==> src/rtl/llsf_pkg.sv <==
// ----------------------------------------------------------------------------
// llsf_pkg
// Shared constants and types for the least-squares line fit block.
// ----------------------------------------------------------------------------
package llsf_pkg;

   localparam int MAX_POINTS = 256;
   localparam int ADDR_W     = $clog2(MAX_POINTS);
   localparam int CNT_W      = $clog2(MAX_POINTS + 1);

   // serial multiplier operand and product widths
   localparam int MUL_W  = 52;
   localparam int PROD_W = 2 * MUL_W;

   // divider numerator (Q.16 slope or Q.4 intercept scaling) and denominator widths
   localparam int NUM_W = 72;
   localparam int DEN_W = 52;

   typedef struct packed {
      logic                    start;
      logic signed [MUL_W-1:0] a;
      logic signed [MUL_W-1:0] b;
   } mul_req_type;

   typedef struct packed {
      logic                    start;
      logic signed [NUM_W-1:0] num;
      logic signed [DEN_W-1:0] den;
   } div_req_type;

endpackage

==> src/rtl/llsf_div.sv <==
// ----------------------------------------------------------------------------
// llsf_div
// Restoring signed divider, truncating toward zero, result saturated to 32 bits.
// ----------------------------------------------------------------------------
module llsf_div import llsf_pkg::*; (
   input  logic               clock,
   input  logic               reset,
   input  div_req_type        div_req,
   output logic               div_done,
   output logic signed [31:0] div_quo
);

   localparam int CW = $clog2(NUM_W + 1);

   logic             busy_ff, busy_in;
   logic             done_ff, done_in;
   logic [CW-1:0]    cnt_ff, cnt_in;
   logic             neg_ff, neg_in;
   logic [DEN_W-1:0] den_ff, den_in;
   logic [NUM_W-1:0] num_ff, num_in;
   logic [NUM_W-1:0] quo_ff, quo_in;
   logic [DEN_W-1:0] rem_ff, rem_in;
   logic [DEN_W:0]   trial;
   logic [NUM_W-1:0] limit;
   logic [NUM_W-1:0] qsat;

   always_comb begin
      busy_in = busy_ff;
      done_in = 1'b0;
      cnt_in  = cnt_ff;
      neg_in  = neg_ff;
      den_in  = den_ff;
      num_in  = num_ff;
      quo_in  = quo_ff;
      rem_in  = rem_ff;
      trial   = {rem_ff, num_ff[NUM_W-1]};
      if (div_req.start) begin
         busy_in = 1'b1;
         cnt_in  = CW'(NUM_W);
         neg_in  = div_req.num[NUM_W-1] ^ div_req.den[DEN_W-1];
         num_in  = div_req.num[NUM_W-1] ? NUM_W'(-div_req.num) : NUM_W'(div_req.num);
         den_in  = div_req.den[DEN_W-1] ? DEN_W'(-div_req.den) : DEN_W'(div_req.den);
         quo_in  = '0;
         rem_in  = '0;
      end else if (busy_ff) begin
         num_in = {num_ff[NUM_W-2:0], 1'b0};
         if (trial >= {1'b0, den_ff}) begin
            rem_in = DEN_W'(trial - {1'b0, den_ff});
            quo_in = {quo_ff[NUM_W-2:0], 1'b1};
         end else begin
            rem_in = trial[DEN_W-1:0];
            quo_in = {quo_ff[NUM_W-2:0], 1'b0};
         end
         cnt_in = cnt_ff - 1'b1;
         if (cnt_ff == CW'(1)) begin
            busy_in = 1'b0;
            done_in = 1'b1;
         end
      end
   end

   always_ff @(posedge clock) begin
      if (reset) begin
         busy_ff <= 1'b0;
         done_ff <= 1'b0;
         cnt_ff  <= '0;
      end else begin
         busy_ff <= busy_in;
         done_ff <= done_in;
         cnt_ff  <= cnt_in;
      end
   end

   always_ff @(posedge clock) begin
      neg_ff <= neg_in;
      den_ff <= den_in;
      num_ff <= num_in;
      quo_ff <= quo_in;
      rem_ff <= rem_in;
   end

   // clamp the magnitude, the negative side reaches one step further
   assign limit    = neg_ff ? NUM_W'(33'h0_8000_0000) : NUM_W'(33'h0_7FFF_FFFF);
   assign qsat     = (quo_ff > limit) ? limit : quo_ff;
   assign div_done = done_ff;
   assign div_quo  = neg_ff ? 32'(-qsat) : qsat[31:0];

endmodule

==> config.mk <==
export PLATFORM = sky130hd
export DESIGN_NAME = llsf_div
export DESIGN_NICKNAME = d
export VERILOG_FILES = /design/src/rtl/llsf_pkg.sv /design/src/rtl/llsf_div.sv
export SDC_FILE = /design/constraint.sdc
export NUM_CORES = 1
export LEC_CHECK = 0
export BUFFER_PORTS_ARGS = -buffer_cell sky130_fd_sc_hd__buf_4
export CAP_MARGIN = 20
export CELL_PAD_IN_SITES_DETAIL_PLACEMENT = 1
export CELL_PAD_IN_SITES_GLOBAL_PLACEMENT = 1
export CORE_ASPECT_RATIO = 0.6
export CORE_UTILIZATION = 50
export CTS_BUF_LIST = sky130_fd_sc_hd__clkbuf_4
export DETAILED_ROUTE_END_ITERATION = 8
export GPL_ROUTABILITY_DRIVEN = 1
export PLACE_DENSITY = 0.88
export SLEW_MARGIN = 20
export SYNTH_ARGS = -nofsm -noshare
export SYNTH_HDL_FRONTEND = slang
export SYNTH_SLANG_ARGS = --single-unit
==> constraint.sdc <==
create_clock -name clock -period 7.98 [get_ports clock]
set_input_delay 0.798 -clock clock [delete_from_list [all_inputs] [get_ports clock]]
set_output_delay 0.798 -clock clock [all_outputs]
set_load 0.02 [all_outputs]
==> results.cfg, run 1 <==
[outcome]
status = finished clean

[floorplan]
die_y_um = 146
io_pins = 160
core_area_um2 = 33900
start_util_pct = 51.1
num_rows = 52
fp.dieW_um = 242
die_area_um2 = 35400

[sta]
hold_slack_ns = 0.264
max-slew-margin-rel_pct = 30.3
skew_ns = 0.0424
rsz0062_at_grt = no
slew_viol_final = 0
finalCritPeriodShare_pct = 80.4
fmax_ghz = 0.156
hold_viol = 0
setup_viol = 0
worst_slew_pin_slew_ns = 1.04
fin_crit_ns = 6.41
fin_tns_setup_ns = 0

[synthesis]
syn_area_um2 = 17300
ys_types = 74
synth_edf_count = 125
synth_seq_cells = 258
async_flop_share_pct = 0
synth_top_family_by_area = compound AO/OA/AOI/OAI gates
synth_fa_ha_area_share_pct = 6.55
synth_compound_area_share_pct = 19.5
syn-instance-count = 1967
yosysWarnings = 0
synth_simple_gate_area_share_pct = 17.4
synthMuxAreaShare_pct = 6.77
synth-main-ff-cell = dfxtp_1
ys_seq_area_share_pct = 37.1
postSynthAreaPerCell_um2 = 8.80
synth-xor-area-share_pct = 8.60
synth_fp_nets = 2184

[critical_path]
max_stage_delay_ns = 0.52
reg2regPathDepth = 12
crit_type = flip-flop to primary output
cp_top_family = compound AO/OA/AOI/OAI gates
cp.depth = 20
start_kind = flip-flop
cp-end-kind = primary output
cp.arrival_ns = 5.61
crit_fanout = 59
cp_slowest_cell = buf_4
critPathMostFrequentCell = buf_4
crit_chain = buf_4 > ha_1 > a21oi_1 > o21ai_0 > a221o_1 > o31a_1 > o21ai_0 > and2_1 > buf_4 > a21boi_0 > inv_1 > ha_1 > nand4_1 > nor2_1 > nand2_1 > or3_1 > o31ai_1 > xor2_1 > a21oi_1 > buf_4
path_buf_inv = 4
required_ns = 7.18
rrSetupSlack_ns = 3.59

[min_path]
min_path_type = input port to flip-flop
min_path_cells = 1

[placed_design]
gp_congestion = 0.920
dp_hpwl_um = 40000
place_area_um2 = 18800
io_buffers = 159

[detailed_routing]
via_count = 16200
first_pass_iters = 5
drc = 0
antenna_left = 0
via_per_inst = 6.19
wl_per_cell_um = 21.1
drt-total-wl_um = 55200
drtIter0Drc = 1252

[power]
ir_drop_mv = 0.0971
p_leak_uw = 0.00812
power.density_nw_per_um2 = 186

[grt]
first_global_vias = 16300
grt_pass1_wl_um = 87500
antenna_found_initial = 5
overflow = 0
grt_start_max_net_pins = 104
grtUsageTotal_pct = 30.7

[finish]
final_common_cell = nor2_1
fin_nets = 2326
regArea_um2 = 6420
area_growth_syn_to_layout_pct = 13.5
final_cell_mix = nor2_1 (233), buf_4 (170), a21oi_1 (162), dfxtp_1 (132), nand2_1 (131)
drive_gt1_share_pct = 14.0
design_area_um2 = 19600
fillerInstances = 4010
multi_input_area_um2 = 10200

[cts]
cts_resized = 0
cts.sinks = 258
cts_buffer_depth = 3
cts-root-buf = clkbuf_4
cts_tree = yes
holdBufCountCts = 0
path_clk_slew_ns = 0.07
post_cts_buffers = 0
h-tree-depth = 3
cts-buffers-inserted = 68
insertion_delay_ns = 0.76

[run]
cap_violations = 0
## power breakdown
group	internal (µW)	switching (µW)
Clock	561	600
Sequential	1500	47.4
Combinational	364	585
Total	2430	1230
## worst paths after layout
path	from	endpoint
hold / removal	div_req[0]	den_ff[0]
hold reg to reg	rem_ff[47]	rem_ff[48]
setup reg to reg	den_ff[19]	rem_ff[47]
setup / recovery	neg_ff	div_quo[26]
## worst reg2reg max path: cells and delay by family (launching register included)
family                   cells  cell delay, ns
AO/OA/AOI/OAI                7            2.29
flip-flops                   1            0.33
buffers and inverters        2            0.62
AND/OR/NAND/NOR              2            0.62
adder cells (fa/ha/maj)      1            0.44
## layout make-up
class / count / share of cell area, %
well taps: 459 / 2.92
clock inverters: 22 / 0.452
diodes: 3 / 0.0382
inverters: 90 / 1.72
clock buffers: 97 / 3.71
flip-flops and latches: 258 / 32.7
repair buffers: 171 / 6.57
multi-input cells: 1520 / 51.9
## synth_stat cells (all sizes together) (5+ instances only)
cell type | count | area [µm²]
clkbuf | 87 | 327
inv | 88 | 330
dfxtp | 133 | 2660
o211ai | 9 | 67.6
nor2 | 234 | 878
o21ai | 98 | 490
o21bai | 9 | 67.6
and3 | 12 | 75.1
nor3 | 42 | 210
a21o | 38 | 285
o31ai | 52 | 390
xnor2 | 79 | 692
mux2 | 9 | 101
mux2i | 107 | 1070
o311ai | 13 | 114
nor4 | 30 | 188
edfxtp | 125 | 3750
a31oi | 12 | 75.1
a21oi | 162 | 811
and4 | 5 | 43.8
or4 | 23 | 184
nor2b | 10 | 62.6
or2 | 9 | 58.8
nand2b | 21 | 131
and2 | 8 | 50.1
xor2 | 91 | 797
a311oi | 7 | 61.3
nand3 | 27 | 135
buf | 12 | 46.3
or3 | 30 | 188
nand2 | 131 | 492
ha | 89 | 1110
a2111oi | 5 | 43.8
o41ai | 23 | 224
o21a | 8 | 60.1
nand4 | 24 | 150
a211oi | 39 | 293
## cell families (layout without fill, tap and decap cells)
family,count (synthesis),in the layout
adder cells (fa/ha/maj),90,90
other,0,3
buffers and inverters,189,380
AO/OA/AOI/OAI,518,518
flip-flops,258,258
XOR/XNOR,170,170
multiplexers,116,116
AND/OR/NAND/NOR,626,626
## stage by stage
stage,cells,setup WS (ns),power (µW),util (%)
6_report,2620,1.57,3660,58.0
5_1_grt,2619,1.09,3830,57.9
4_1_cts,2617,1.55,3670,57.9
3_5_place_dp,2498,2.40,2500,55.5
3_3_place_gp,2498,2.70,2450,55.5
2_1_floorplan,1967,2.05,2190,-
## metal layers
layer | GRT usage (%) | up-vias | share of wire, %
li1 | - | 7571 | -
met1 | 43.4 | 8032 | 47
met2 | 46.8 | 505 | 44
met3 | 6.76 | 103 | 6.5
met4 | 8.99 | 4 | 2.1
met5 | 0 | - | 0.047
## registers in the layout, indices dropped and copies added (netlist names)
name	count
rem_ff	52
quo_ff	72
num_ff	72
cnt_ff	7
neg_ff	1
div_done	1
den_ff	52
busy_ff	1
No activity file was read; power rests on OpenSTA's default activity.
==> inputs of run 2 (changes only) <==
- CORE_UTILIZATION: 50 -> 43
- PLACE_DENSITY: 0.88 -> 0.8
- clock period: 7.98 -> 5.5 ns (I/O delays scaled with it)
==> run 2 against run 1 <==
Effect of this change: sequential share of layout area shrank 1.2 points; highest routed layer is now met4; count of clock-buffer cells in the layout did not move; sequential power increased by 46%; critical path depth increased by 1; sequential cell count is the same; clock power up 60%; wire length is 1.1% higher; utilization down 6.2 points; combinational power increased by 50%; total power up 51%.
==> results.cfg, run 2 (synthesized netlist as in run 1, its figures left out) <==
[critical_path]
cp_slowest_cell = edfxtp_1
required_ns = 4.95
crit_chain = buf_12 > clkinvlp_4 > ha_4 > nand4_1 > nor3_2 > nand3_1 > a21oi_2 > o21ai_2 > nand2_2 > nand2_2 > a21boi_4 > inv_2 > ha_4 > nand4_1 > nor2_1 > nand2_2 > or3_4 > o31ai_4 > xor2_1 > a21oi_2 > buf_6
cp.arrival_ns = 4.87
reg2regPathDepth = 11
r2r_start = den_ff[9]
critPathMostFrequentCell = nand2_2
max_stage_delay_ns = 0.55
rrSetupSlack_ns = 1.32
start_kind = flip-flop
cp-end-kind = primary output
timing.rr.end = rem_ff[48]
crit_fanout = 8
crit_type = flip-flop to primary output

[run]
cap_violations = 0

[floorplan]
io_pins = 160
die_y_um = 157
die_area_um2 = 41100
start_util_pct = 44.0
core_area_um2 = 39400
num_rows = 56
fp.dieW_um = 261

[sta]
setup_viol = 0
hold_viol = 0
max-slew-margin-rel_pct = 32.7
rsz0062_at_grt = yes
hold_slack_ns = 0.0942
finalCritPeriodShare_pct = 98.5
fmax_ghz = 0.185
fin_crit_ns = 5.42
skew_ns = 0.0713
worst_slew_pin_slew_ns = 1.00
slew_viol_final = 0

[cts]
cts_buffer_depth = 3
cts-root-buf = clkbuf_4
insertion_delay_ns = 0.76
h-tree-depth = 3
path_clk_slew_ns = 0.08
cts_tree = yes
cts.sinks = 258
cts-buffers-inserted = 69

[finish]
multi_input_area_um2 = 10500
reg_top3 = num_ff x72, quo_ff x72
area_growth_syn_to_layout_pct = 17.6
fillerInstances = 4645
regArea_um2 = 6420
final_cell_mix = nor2_1 (234), buf_4 (181), a21oi_1 (159), dfxtp_1 (132), nand2_1 (128)
final_common_cell = nor2_1
fin_nets = 2349
drive_gt1_share_pct = 16.6
design_area_um2 = 20400

[min_path]
min_path_cells = 2
min_path_type = input port to flip-flop
hold_start = div_req[32]
hold_end = den_ff[32]

[detailed_routing]
drtIter0Drc = 1180
drc = 0
first_pass_iters = 7
antenna_left = 0
via_per_inst = 5.88
via_count = 15900
drt-total-wl_um = 55800
wl_per_cell_um = 20.6

[power]
power.density_nw_per_um2 = 272
p_leak_uw = 0.00831
ir_drop_mv = 0.155

[grt]
first_global_vias = 15700
grt_pass1_wl_um = 86200
antenna_found_initial = 2
grtUsageTotal_pct = 26.5
grt_start_max_net_pins = 82
overflow = 0

[outcome]
status = finished clean

[placed_design]
gp_congestion = 0.924
io_buffers = 159
dp_hpwl_um = 39900
place_area_um2 = 19000
run 2: changes by cell type in the layout (fill, tap and decap cells not counted), moves of 4 or more:
cell | before | now
ha_1 | 89 | 75
ha_4 | 0 | 12
buf_4 | 170 | 181
buf_6 | 0 | 4
o21ai_0 | 97 | 93
run 2: per-layer routing:
layer  GRT usage, %  up-vias  wire length, µm
met2           38.2      447            23500
met4           6.95        0              992
met5              0        -                0
met3           5.43       86             3600
li1               -     7621                -
met1           39.6     7772            27700
run 2: repair_timing:
action                                  CTS  global route
hold endpoints to repair                  3             0
pin swaps                                 0            10
hold buffers                              2             0
endpoints found under the setup margin    5            12
resized for setup                         3            45
buffers inserted                          2             9
gates cloned                              0             4
run 2: critical path: cells and delay by family (launching register included):
| family | cells | cell delay [ns] |
|---|---|---|
| AOI/OAI and AO/OA | 5 | 0.68 |
| and+or+nand+nor | 9 | 1.61 |
| xor gates and xnor gates | 1 | 0.22 |
| buffers and inverters | 4 | 0.64 |
| adders and majority gates | 2 | 0.43 |
| DFF | 1 | 0.55 |
run 2: where the power goes:
group          internal (µW)  total [µW]  switching (µW)
registers               2180        2260            76.9
clock network            965        1860             892
logic                    561        1420             858
total                   3710        5530            1830
run 2: worst max path at each step:
stage | startpoint | end | slack [ns] | cells after the start
5_1_grt | neg_ff | div_quo[26] | -0.21 | 21
3_3_place_gp | neg_ff | div_quo[26] | 0.74 | 18
3_5_place_dp | neg_ff | div_quo[26] | 0.54 | 19
6_report | neg_ff | div_quo[26] | 0.08 | 21
2_1_floorplan | neg_ff | div_quo[26] | 0.08 | 21
4_1_cts | neg_ff | div_quo[26] | 0.06 | 19
run 2: through the flow:
stage,utilization (%),cells,worst slack (ns),TNS (ns),total power (µW)
2_1_floorplan,-,1967,0.0824,0,3180
3_3_place_gp,48.2,2566,0.741,0,3570
3_5_place_dp,48.2,2566,0.539,0,3630
4_1_cts,50.6,2695,0.0622,0,5520
5_1_grt,51.7,2710,-0.213,-0.413,5820
6_report,51.7,2710,0.0829,0,5530
run 2: cell type report:
cell class                 instances  area share (%)
timing repair buffer             193            7.63
clock buffer                      97            3.58
clock inverter                    28           0.983
inverter                          90            1.68
tap                              522            3.21
sequential                       258            31.5
multi-input combinational       1520            51.4
antenna                            2          0.0246
