File: src/rtl/llsf_pkg.sv
// ----------------------------------------------------------------------------
// llsf_pkg
// Shared constants and types for the least-squares line fit block.
// ----------------------------------------------------------------------------
package llsf_pkg;

   localparam int MAX_POINTS = 256;
   localparam int ADDR_W     = $clog2(MAX_POINTS);
   localparam int CNT_W      = $clog2(MAX_POINTS + 1);

   // serial multiplier operand and product widths
   localparam int MUL_W  = 52;
   localparam int PROD_W = 2 * MUL_W;

   // divider numerator (Q.16 slope or Q.4 intercept scaling) and denominator widths
   localparam int NUM_W = 72;
   localparam int DEN_W = 52;

   typedef struct packed {
      logic                    start;
      logic signed [MUL_W-1:0] a;
      logic signed [MUL_W-1:0] b;
   } mul_req_type;

   typedef struct packed {
      logic                    start;
      logic signed [NUM_W-1:0] num;
      logic signed [DEN_W-1:0] den;
   } div_req_type;

endpackage

File: src/rtl/llsf_mul.sv
// ----------------------------------------------------------------------------
// llsf_mul
// Shift-add signed multiplier, one multiplier bit per cycle.
// ----------------------------------------------------------------------------
module llsf_mul import llsf_pkg::*; (
   input  logic                     clock,
   input  logic                     reset,
   input  mul_req_type              mul_req,
   output logic                     mul_done,
   output logic signed [PROD_W-1:0] mul_prod
);

   localparam int CW = $clog2(MUL_W + 1);

   logic              busy_ff, busy_in;
   logic              done_ff, done_in;
   logic [CW-1:0]     cnt_ff, cnt_in;
   logic              neg_ff, neg_in;
   logic [MUL_W-1:0]  a_ff, a_in;
   logic [PROD_W-1:0] acc_ff, acc_in;
   logic [MUL_W:0]    upper;

   always_comb begin
      busy_in = busy_ff;
      done_in = 1'b0;
      cnt_in  = cnt_ff;
      neg_in  = neg_ff;
      a_in    = a_ff;
      acc_in  = acc_ff;
      upper   = {1'b0, acc_ff[PROD_W-1:MUL_W]};
      if (mul_req.start) begin
         busy_in = 1'b1;
         cnt_in  = CW'(MUL_W);
         neg_in  = mul_req.a[MUL_W-1] ^ mul_req.b[MUL_W-1];
         a_in    = mul_req.a[MUL_W-1] ? MUL_W'(-mul_req.a) : MUL_W'(mul_req.a);
         acc_in  = {{MUL_W{1'b0}},
                    mul_req.b[MUL_W-1] ? MUL_W'(-mul_req.b) : MUL_W'(mul_req.b)};
      end else if (busy_ff) begin
         // add the multiplicand into the high half, then shift right
         if (acc_ff[0]) begin
            upper = {1'b0, acc_ff[PROD_W-1:MUL_W]} + {1'b0, a_ff};
         end
         acc_in = {upper, acc_ff[MUL_W-1:1]};
         cnt_in = cnt_ff - 1'b1;
         if (cnt_ff == CW'(1)) begin
            busy_in = 1'b0;
            done_in = 1'b1;
         end
      end
   end

   always_ff @(posedge clock) begin
      if (reset) begin
         busy_ff <= 1'b0;
         done_ff <= 1'b0;
         cnt_ff  <= '0;
      end else begin
         busy_ff <= busy_in;
         done_ff <= done_in;
         cnt_ff  <= cnt_in;
      end
   end

   always_ff @(posedge clock) begin
      neg_ff <= neg_in;
      a_ff   <= a_in;
      acc_ff <= acc_in;
   end

   assign mul_done = done_ff;
   assign mul_prod = neg_ff ? -$signed(acc_ff) : $signed(acc_ff);

endmodule

File: config.mk
export PLATFORM = sky130hd
export DESIGN_NAME = llsf_mul
export DESIGN_NICKNAME = d
export VERILOG_FILES = /design/src/rtl/llsf_pkg.sv /design/src/rtl/llsf_mul.sv
export SDC_FILE = /design/constraint.sdc
export NUM_CORES = 1
export LEC_CHECK = 0
export ABC_AREA = 1
export BUFFER_PORTS_ARGS = -buffer_cell sky130_fd_sc_hd__clkbuf_2
export CORE_ASPECT_RATIO = 2
export CORE_MARGIN = 2
export CORE_UTILIZATION = 40
export DETAILED_ROUTE_END_ITERATION = 6
export GPL_TIMING_DRIVEN = 1
export SKIP_CTS_REPAIR_TIMING = 1
export SYNTH_ARGS = -nofsm -noshare
export SYNTH_HDL_FRONTEND = slang
export SYNTH_SLANG_ARGS = --single-unit
File: constraint.sdc
create_clock -name clock -period 2.65 [get_ports clock]
set_clock_uncertainty 0.1 [all_clocks]
set_input_delay 0.265 -clock clock [delete_from_list [all_inputs] [get_ports clock]]
set_output_delay 0.265 -clock clock [all_outputs]
set_load 0.02 [all_outputs]
==> key figures, run 1 <==
Placed design
  – Placement Cell Area: 0.0214 mm2
  – Final RePlAce weighted congestion: 1.03
  – Placed insts: just under 4k
  – Port Buffer Count: 211
  – Dpl hpwl: 77.0 mm

Global route
  – Largest net degree at the start of global routing: 95
  – Congestion Overflow GR: 0
  – First-pass GRT wire length: 130 mm
  – Global Route Usage Sum: 38.6%
  – Initial antenna violation count: 1
  – Vias in the first global route: 21.7k

Worst setup path
  – Crit path required time: between 2 and 2.5 ns
  – Critical-path cell list: inv_1 -> nand4_1 -> nor2_1 -> nand2_1 -> nor3_2 -> buf_4 -> nand4_1 -> xor2_1 -> nand2_1 -> nand2_2 -> buf_6
  – CP max FO: 3
  – Startpoint Class: flip-flop
  – Critical Path AT: 2.79 ns
  – Worst Setup SP: acc_ff[81]$_SDFFE_PP0P_
  – CP max stage delay: 0.43 ns
  – Crit-path slowest cell: dfxtp_1
  – R2R Path Start: a_ff[26]$_DFFE_PP_
  – CP Class: reg -> out
  – Setup crit end kind: primary output

Detailed routing
  – Number of DRC markers in iteration 0: 1,295
  – Final wirelength: between 90 and 100 mm
  – Routed vias: roughly 21k
  – DRC: 0
  – Drt wl/cell: 22.8 um
  – Vias per cell: 5.36
  – DRT Pass-1 Iters: 7
  – Antenna-violating nets left: 0

Cells and area
  – Layout Cell Area excl Fill: approximately 0.024 mm2
  – Final Core Density: 53.4%
  – Layout area overhead: 32.2%
  – Fin nets: 3,599
  – Share of cells above drive strength 1: 23.2%
  – Fin cells: 4,005

Worst hold path
  – Hold Startpoint: mul_req[101]
  – Hold Crit Class: in -> reg

Logic synthesis
  – Library cells used by synthesis: 53
  – Post-synthesis register bit count: 165
  – Syn Nets: about 3.1k
  – Post-synthesis cell area: 0.0178 mm2
  – Post-synth top flop: edfxtp_1
  – Ys async rst share: 0%
  – Seq/Total Area, Yosys: 24.5%
  – Mean Syn Cell Area: 5.98 um2
  – EDFF count, synth: 105
  – Synth Warn #: 0
  – Mapped Cells: 2,977

Timing
  – Final Hold Vio Count: 0
  – Final Slew Violations: 0
  – Final period util: 119%
  – RSZ-0062 raised after global routing: true
  – Final setup fails: 87
  – Peak Freq: around 320 MHz
  – Tmin final: 3.15 ns
  – Worst setup margin: -0.503 ns
  – Slew margin rel.: 34.1%
  – Worst-Margin Slew: 0.978 ns

Floorplan
  – Chip height: between 300 and 400 um
  – Die Area: between 0.04 and 0.05 mm2
  – Initial core utilization: 40.4%
  – Die W: roughly 150 um
  – Core ar.: 0.0441 mm2
  – Num rows: 109
  – # IOs: 212

Clock tree
  – Htree depth: 4
  – Clock Root Buffer: clkbuf_16
  – Clock buffer count from CTS: 17
  – Worst-Skew Late Latency: 0.47 ns
  – CTS tree: yes
  – CTS Buffer Depth: 2
  – Clk sink count: 165
  – Clock-pin slew on the worst setup and hold paths: 0.08 ns

Pwr
  – Cell Pwr Density: around 500 mW/mm2
  – Reg power frac: 28.9%
  – Cell Int Power: about 6.5 mW
  – Switching share of power: 44.9%
  – Clock power share: between 20% and 30%
  – Maximum vdd drop: roughly 0.00037 V
  – LEAKAGE: roughly 12 nW
  – NetSw: 5.28 mW
  – Power Total: 11.8 mW
  – Gate power share: 48.6%

Outcome
  – Status: finished with violations
  – Failing checks: setup timing

Flow run
  – Max Cap Viol: 0
## registers in the layout, indices dropped and copies added, names as in the netlist
register and cells:
acc_ff 104, a_ff 52, cnt_ff 6, busy_ff 1, mul_done 1, neg_ff 1
## layout make-up
cell class,instances,area [um2]
Sequential cell,165,4380
Multi-Input combinational cell,2288,12400
Clock inverter,15,181
Tap cell,555,694
Inverter,461,1740
Fill cell,4622,20500
Antenna cell,3,7.51
Timing Repair Buffer,501,3720
Clock buffer,17,425
## cells in the mapped netlist, types with 4 or more instances
cell / number / share of area (%)
or2_2: 7 / 0.25
clkbuf_1: 45 / 0.95
nor3_2: 5 / 0.28
nand2_2: 14 / 0.49
edfxtp_1: 105 / 18
nand3b_1: 4 / 0.17
inv_2: 6 / 0.13
a21oi_1: 95 / 2.7
inv_1: 454 / 9.6
nand3_1: 193 / 5.4
o21bai_1: 8 / 0.34
o21ai_2: 7 / 0.34
buf_1: 13 / 0.27
nand2_1: 925 / 19
o31ai_1: 8 / 0.34
dfxtp_1: 60 / 6.7
o21ai_0: 154 / 4.3
nor2_1: 389 / 8.2
a31oi_1: 11 / 0.39
o22ai_1: 13 / 0.46
and3_1: 5 / 0.18
nor4_1: 10 / 0.35
ha_1: 57 / 4.0
o21ai_1: 10 / 0.28
nand4_1: 64 / 2.2
nor2_4: 4 / 0.25
xnor2_1: 22 / 1.1
xor2_1: 176 / 8.7
nor3_1: 51 / 1.4
buf_2: 4 / 0.11
nor2_2: 22 / 0.77
## routing by layer
layer | global-route usage, % | vias up | wire length [um]
met5 | 0 | - | 0
met4 | 48.4 | 0 | 14700
met3 | 5.32 | 494 | 3880
met2 | 73.8 | 875 | 47600
met1 | 29.0 | 9733 | 25100
li1 | - | 10400 | -
## worst paths after layout
path              depth (start not counted)  slack (ns)                 endpoint
setup / recovery                         11       -0.50             mul_prod[98]
hold reg to reg                           2        0.38   cnt_ff[4]$_SDFFE_PP0P_
setup reg to reg                         10        0.12  acc_ff[93]$_SDFFE_PP0P_
hold / removal                            2        0.02       a_ff[49]$_DFFE_PP_
## metrics by stage
| stage | TNS (ns) | hold slack (ns) | setup slack, ns |
|---|---|---|---|
| floorplan | 0 | 0.234 | 0.0193 |
| global placement | -0.511 | 0.365 | -0.235 |
| detailed placement | -0.736 | 0.366 | -0.244 |
| CTS | -34.12 | -0.120 | -0.760 |
| global route | -35.15 | 0.00976 | -0.589 |
| finish | -25.84 | 0.0171 | -0.503 |
## logic make-up (layout without fill, tap and decap cells)
| logic type | after synthesis | count (layout) | synth area share [%] |
|---|---|---|---|
| other | 0 | 3 | 0 |
| adders and majority gates | 58 | 58 | 4.12 |
| buffers and inverters | 524 | 994 | 11.1 |
| AOI/OAI and AO/OA | 321 | 321 | 9.84 |
| DFF | 165 | 165 | 24.5 |
| xor gates and xnor gates | 198 | 198 | 9.74 |
| and+or+nand+nor | 1711 | 1711 | 40.8 |
## critical path, delay by kind of cell (launching register included)
family	cells	cell delay, ns
flip-flops	1	0.43
XOR/XNOR	1	0.28
buffers and inverters	3	0.45
AND/OR/NAND/NOR	7	1.17
## power groups by stage
stage	logic (mW)	registers (mW)	clock network, mW
after floorplan	2.93	3.25	0
after global placement	5.11	3.42	0
after detailed placement	5.13	3.43	0
after CTS	5.15	3.37	2.68
after global routing	6.13	3.40	2.77
final	5.71	3.39	2.66
## layout by cell type (no fill, tap or decap), types with 29 or more instances in the layout
cell,n
nand2_1,893
inv_1,437
nor2_1,341
buf_4,330
nand3_1,169
xor2_1,161
o21ai_0,128
clkbuf_2,120
edfxtp_1,105
a21oi_1,88
nand4_1,64
nor2_2,50
ha_1,46
nor3_1,45
dfxtp_1,44
buf_6,33
o21ai_1,29
(Power assumes the default switching activity.)
==> run 2: changes to the inputs <==
--- a/config.mk
+++ b/config.mk
@@ -7,12 +7,13 @@
 export LEC_CHECK = 0
 export ABC_AREA = 1
 export BUFFER_PORTS_ARGS = -buffer_cell sky130_fd_sc_hd__clkbuf_2
+export CAP_MARGIN = 30
 export CORE_ASPECT_RATIO = 2
 export CORE_MARGIN = 2
 export CORE_UTILIZATION = 40
 export DETAILED_ROUTE_END_ITERATION = 6
 export GPL_TIMING_DRIVEN = 1
-export SKIP_CTS_REPAIR_TIMING = 1
+export SETUP_SLACK_MARGIN = 0.05
 export SYNTH_ARGS = -nofsm -noshare
 export SYNTH_HDL_FRONTEND = slang
 export SYNTH_SLANG_ARGS = --single-unit
==> key figures, run 2 (same netlist as run 1, synthesis figures left out) <==
Worst setup path
  – CP max FO: 6 (was 3)
  – Critical Path AT: 2.89 ns (was 2.79 ns)
  – Family with the most delay on the worst path: simple AND/OR/NAND/NOR gates (unchanged)
  – Startpoint Class: flip-flop (unchanged)
  – R2R setup slack: 0.09 ns (was 0.12 ns)
  – Setup crit end kind: primary output (unchanged)
  – Crit path required time: 2.29 ns (about the same)
  – Buf/Inv on CP: 2 (was 3)
  – Critical-path cell list: buf_4 -> nor2_4 -> nand2_2 -> nor2_4 -> nand2_4 -> nor3_4 -> nand3_2 -> nand2_4 -> nand2_1 -> xor2_1 -> buf_4 (was inv_1 -> nand4_1 -> nor2_1 -> nand2_1 -> nor3_2 -> buf_4 -> nand4_1 -> xor2_1 -> nand2_1 -> nand2_2 -> buf_6)
  – R2R Path Start: a_ff[8]$_DFFE_PP_ (was a_ff[26]$_DFFE_PP_)
  – Crit-path slowest cell: edfxtp_1 (was dfxtp_1)
  – CP Class: reg -> out (unchanged)
  – CP max stage delay: 0.47 ns (was 0.43 ns)
  – Worst R2R Path Depth: 11 (was 10)
  – Worst r2r dst: acc_ff[76]$_SDFFE_PP0P_ (was acc_ff[93]$_SDFFE_PP0P_)

Placed design
  – Port Buffer Count: 211 (unchanged)
  – Dpl hpwl: 78.8 mm (was 77.0 mm)
  – Final RePlAce weighted congestion: 1.01 (was 1.03)

Pwr
  – Reg power frac: 27.3% (was 28.9%)
  – Gate power share: 52.0% (was 48.6%)
  – LEAKAGE: 12.6 nW (was 11.7 nW)
  – Cell Int Power: 6.91 mW (was 6.48 mW)
  – Maximum vdd drop: 0.000449 V (was 0.000375 V)
  – Cell Pwr Density: 489 mW/mm2 (was 500 mW/mm2)
  – NetSw: 5.67 mW (was 5.28 mW)
  – Switching share of power: 45.1% (was 44.9%)
  – Clock power share: 20.6% (was 22.6%)

Cells and area
  – Most common cell after layout, fill and taps aside: nand2_1 (unchanged)
  – Max reg flops: 104 (unchanged)
  – Layout area overhead: 44.5% (was 32.2%)
  – Fin nets: 3,711 (was 3,599)
  – Share of cells above drive strength 1: 30.2% (was 23.2%)
  – Commonest non-fill, non-tap cells in the layout: nand2_1 (852), inv_1 (422), buf_4 (383) (was nand2_1 (893), inv_1 (437), nor2_1 (341))
  – Largest Register: acc_ff (unchanged)
  – Largest regs: acc_ff x104, a_ff x52, cnt_ff x6 (unchanged)

Global route
  – Vias in the first global route: 22.6k (was 21.7k)
  – Congestion Overflow GR: 0 (unchanged)
  – Initial antenna violation count: 3 (was 1)
  – Global Route Usage Sum: 40.7% (was 38.6%)
  – Largest net degree at the start of global routing: 56 (was 95)
  – First-pass GRT wire length: 137 mm (was 130 mm)

Clock tree
  – Clock buffer count from CTS: 17 (unchanged)
  – Clock-pin slew on the worst setup and hold paths: 0.08 ns (about the same)
  – CTS Buffer Depth: 2 (unchanged)
  – Clock Root Buffer: clkbuf_16 (unchanged)
  – Worst-Skew Late Latency: 0.47 ns (about the same)
  – Clk sink count: 165 (unchanged)
  – Htree depth: 4 (unchanged)
  – CTS tree: yes (unchanged)

Detailed routing
  – Number of DRC markers in iteration 0: 1,644 (was 1,295)
  – Routed vias: 22.8k (was 21.5k)
  – DRT Pass-1 Iters: 6 (was 7)
  – DRC: 0 (unchanged)
  – Drt wl/cell: 24.1 um (was 22.8 um)
  – Antenna-violating nets left: 0 (unchanged)
  – Vias per cell: 5.53 (was 5.36)
  – Final wirelength: 99.3 mm (was 91.2 mm)

Floorplan
  – Initial core utilization: 40.4% (unchanged)
  – Die Area: 0.0463 mm2 (unchanged)
  – Num rows: 109 (unchanged)
  – Chip height: 302 um (unchanged)
  – Core ar.: 0.0441 mm2 (unchanged)
  – Die W: 153 um (unchanged)
  – # IOs: 212 (unchanged)

Timing
  – Worst setup margin: -0.609 ns (was -0.503 ns)
  – Final period util: 123% (was 119%)
  – Final Hold Vio Count: 0 (unchanged)
  – Sum Neg Setup Slack: -32.87 ns (was -25.84 ns)
  – RSZ-0062 raised after global routing: true (unchanged)
  – Final setup fails: 90 (was 87)
  – Slew margin rel.: 38.4% (was 34.1%)
  – Tmin final: 3.26 ns (was 3.15 ns)
  – Peak Freq: 307 MHz (was 317 MHz)
  – Min Hold Slack: 0.0229 ns (was 0.0171 ns)
  – Final Slew Violations: 0 (unchanged)
  – Worst-Margin Slew: 0.915 ns (was 0.978 ns)

Worst hold path
  – Hold Startpoint: mul_req[100] (was mul_req[101])
  – Hold Crit Class: in -> reg (unchanged)
  – Hold depth: 3 (was 2)
  – WHS Endpoint: a_ff[48]$_DFFE_PP_ (was a_ff[49]$_DFFE_PP_)

Flow run
  – Max Cap Viol: 0 (unchanged)

Outcome
  – Failing checks: setup timing (unchanged)
  – Status: finished with violations (unchanged)
-- run 2: cell types whose count changed in the layout (fill, tap and decap cells not counted), moves of 13 or more --
cell and delta:
nand2_2 +26, dfxtp_1 -13, clkbuf_8 +19, o21ai_1 -14
nand2_1 -41, buf_6 +47, nor2_1 -44, nor2_4 +35
o21ai_2 +14, inv_1 -15, nand3_4 +13, buf_4 +53
-- run 2: repair_timing --
item	in CTS	in global routing
hold buffers	1	0
cloned	0	1
setup buffers	59	77
pin swaps	100	133
endpoints found under the setup margin	95	137
resized for setup	420	387
hold endpoints to repair	2	0
-- run 2: worst max path at each step --
stage,depth (start not counted),to,slack (ns),start
after floorplan,15,mul_prod[84],0.05,acc_ff[0]$_DFFE_PP_
after global placement,12,mul_prod[61],-0.33,acc_ff[1]$_DFFE_PP_
after detailed placement,12,mul_prod[61],-0.32,acc_ff[1]$_DFFE_PP_
after CTS,10,mul_prod[67],-0.42,acc_ff[0]$_DFFE_PP_
after global routing,11,mul_prod[67],-0.65,acc_ff[16]$_DFFE_PP_
final,11,mul_prod[67],-0.61,acc_ff[16]$_DFFE_PP_
-- run 2: per-stage QoR --
step / utilization, % / cell area (um2) / power, mW / setup WS, ns / cells
2_1_floorplan: - / 17900 / 6.19 / 0.0520 / 2977
6_report: 58.4 / 25700 / 12.6 / -0.609 / 4118
3_3_place_gp: 48.9 / 21500 / 8.60 / -0.332 / 3959
5_1_grt: 58.4 / 25700 / 13.1 / -0.651 / 4115
3_5_place_dp: 48.9 / 21500 / 8.63 / -0.323 / 3959
4_1_cts: 54.4 / 24000 / 11.8 / -0.424 / 4048
-- run 2: power by group through the flow --
stage               Combinational (mW)  Clock (mW)  Sequential, mW
finish                            6.54        2.59            3.44
global route                      6.95        2.69            3.44
CTS                               5.77        2.59            3.40
detailed placement                5.18           0            3.45
global placement                  5.16           0            3.44
floorplan                         2.93           0            3.25
-- run 2: final cells by class --
| class | instances | area (um2) |
|---|---|---|
| clock inverters | 13 | 143 |
| multi-input cells | 2288 | 13400 |
| inverters | 461 | 1760 |
| well taps | 555 | 694 |
| repair buffers | 613 | 4890 |
| flip-flops and latches | 165 | 4400 |
| diodes | 4 | 10.0 |
| clock buffers | 19 | 443 |
| fillers | 4206 | 18300 |
-- run 2: worst min-delay path, cell delays in order --
cell and delay, ns:
clkbuf_2 0.11, nand2_1 0.06, nand2_1 0.06
-- run 2: metal layers --
| metal | part of all wire [%] | track usage, % | up-vias | wire length, um |
|---|---|---|---|---|
| met3 | 5.8 | 7.26 | 618 | 5790 |
| met1 | 27 | 31.4 | 10400 | 26700 |
| met4 | 16 | 50.0 | 0 | 15900 |
| met2 | 51 | 76.5 | 1212 | 50900 |
| met5 | 0 | 0 | - | 0 |
| li1 | - | - | 10600 | - |
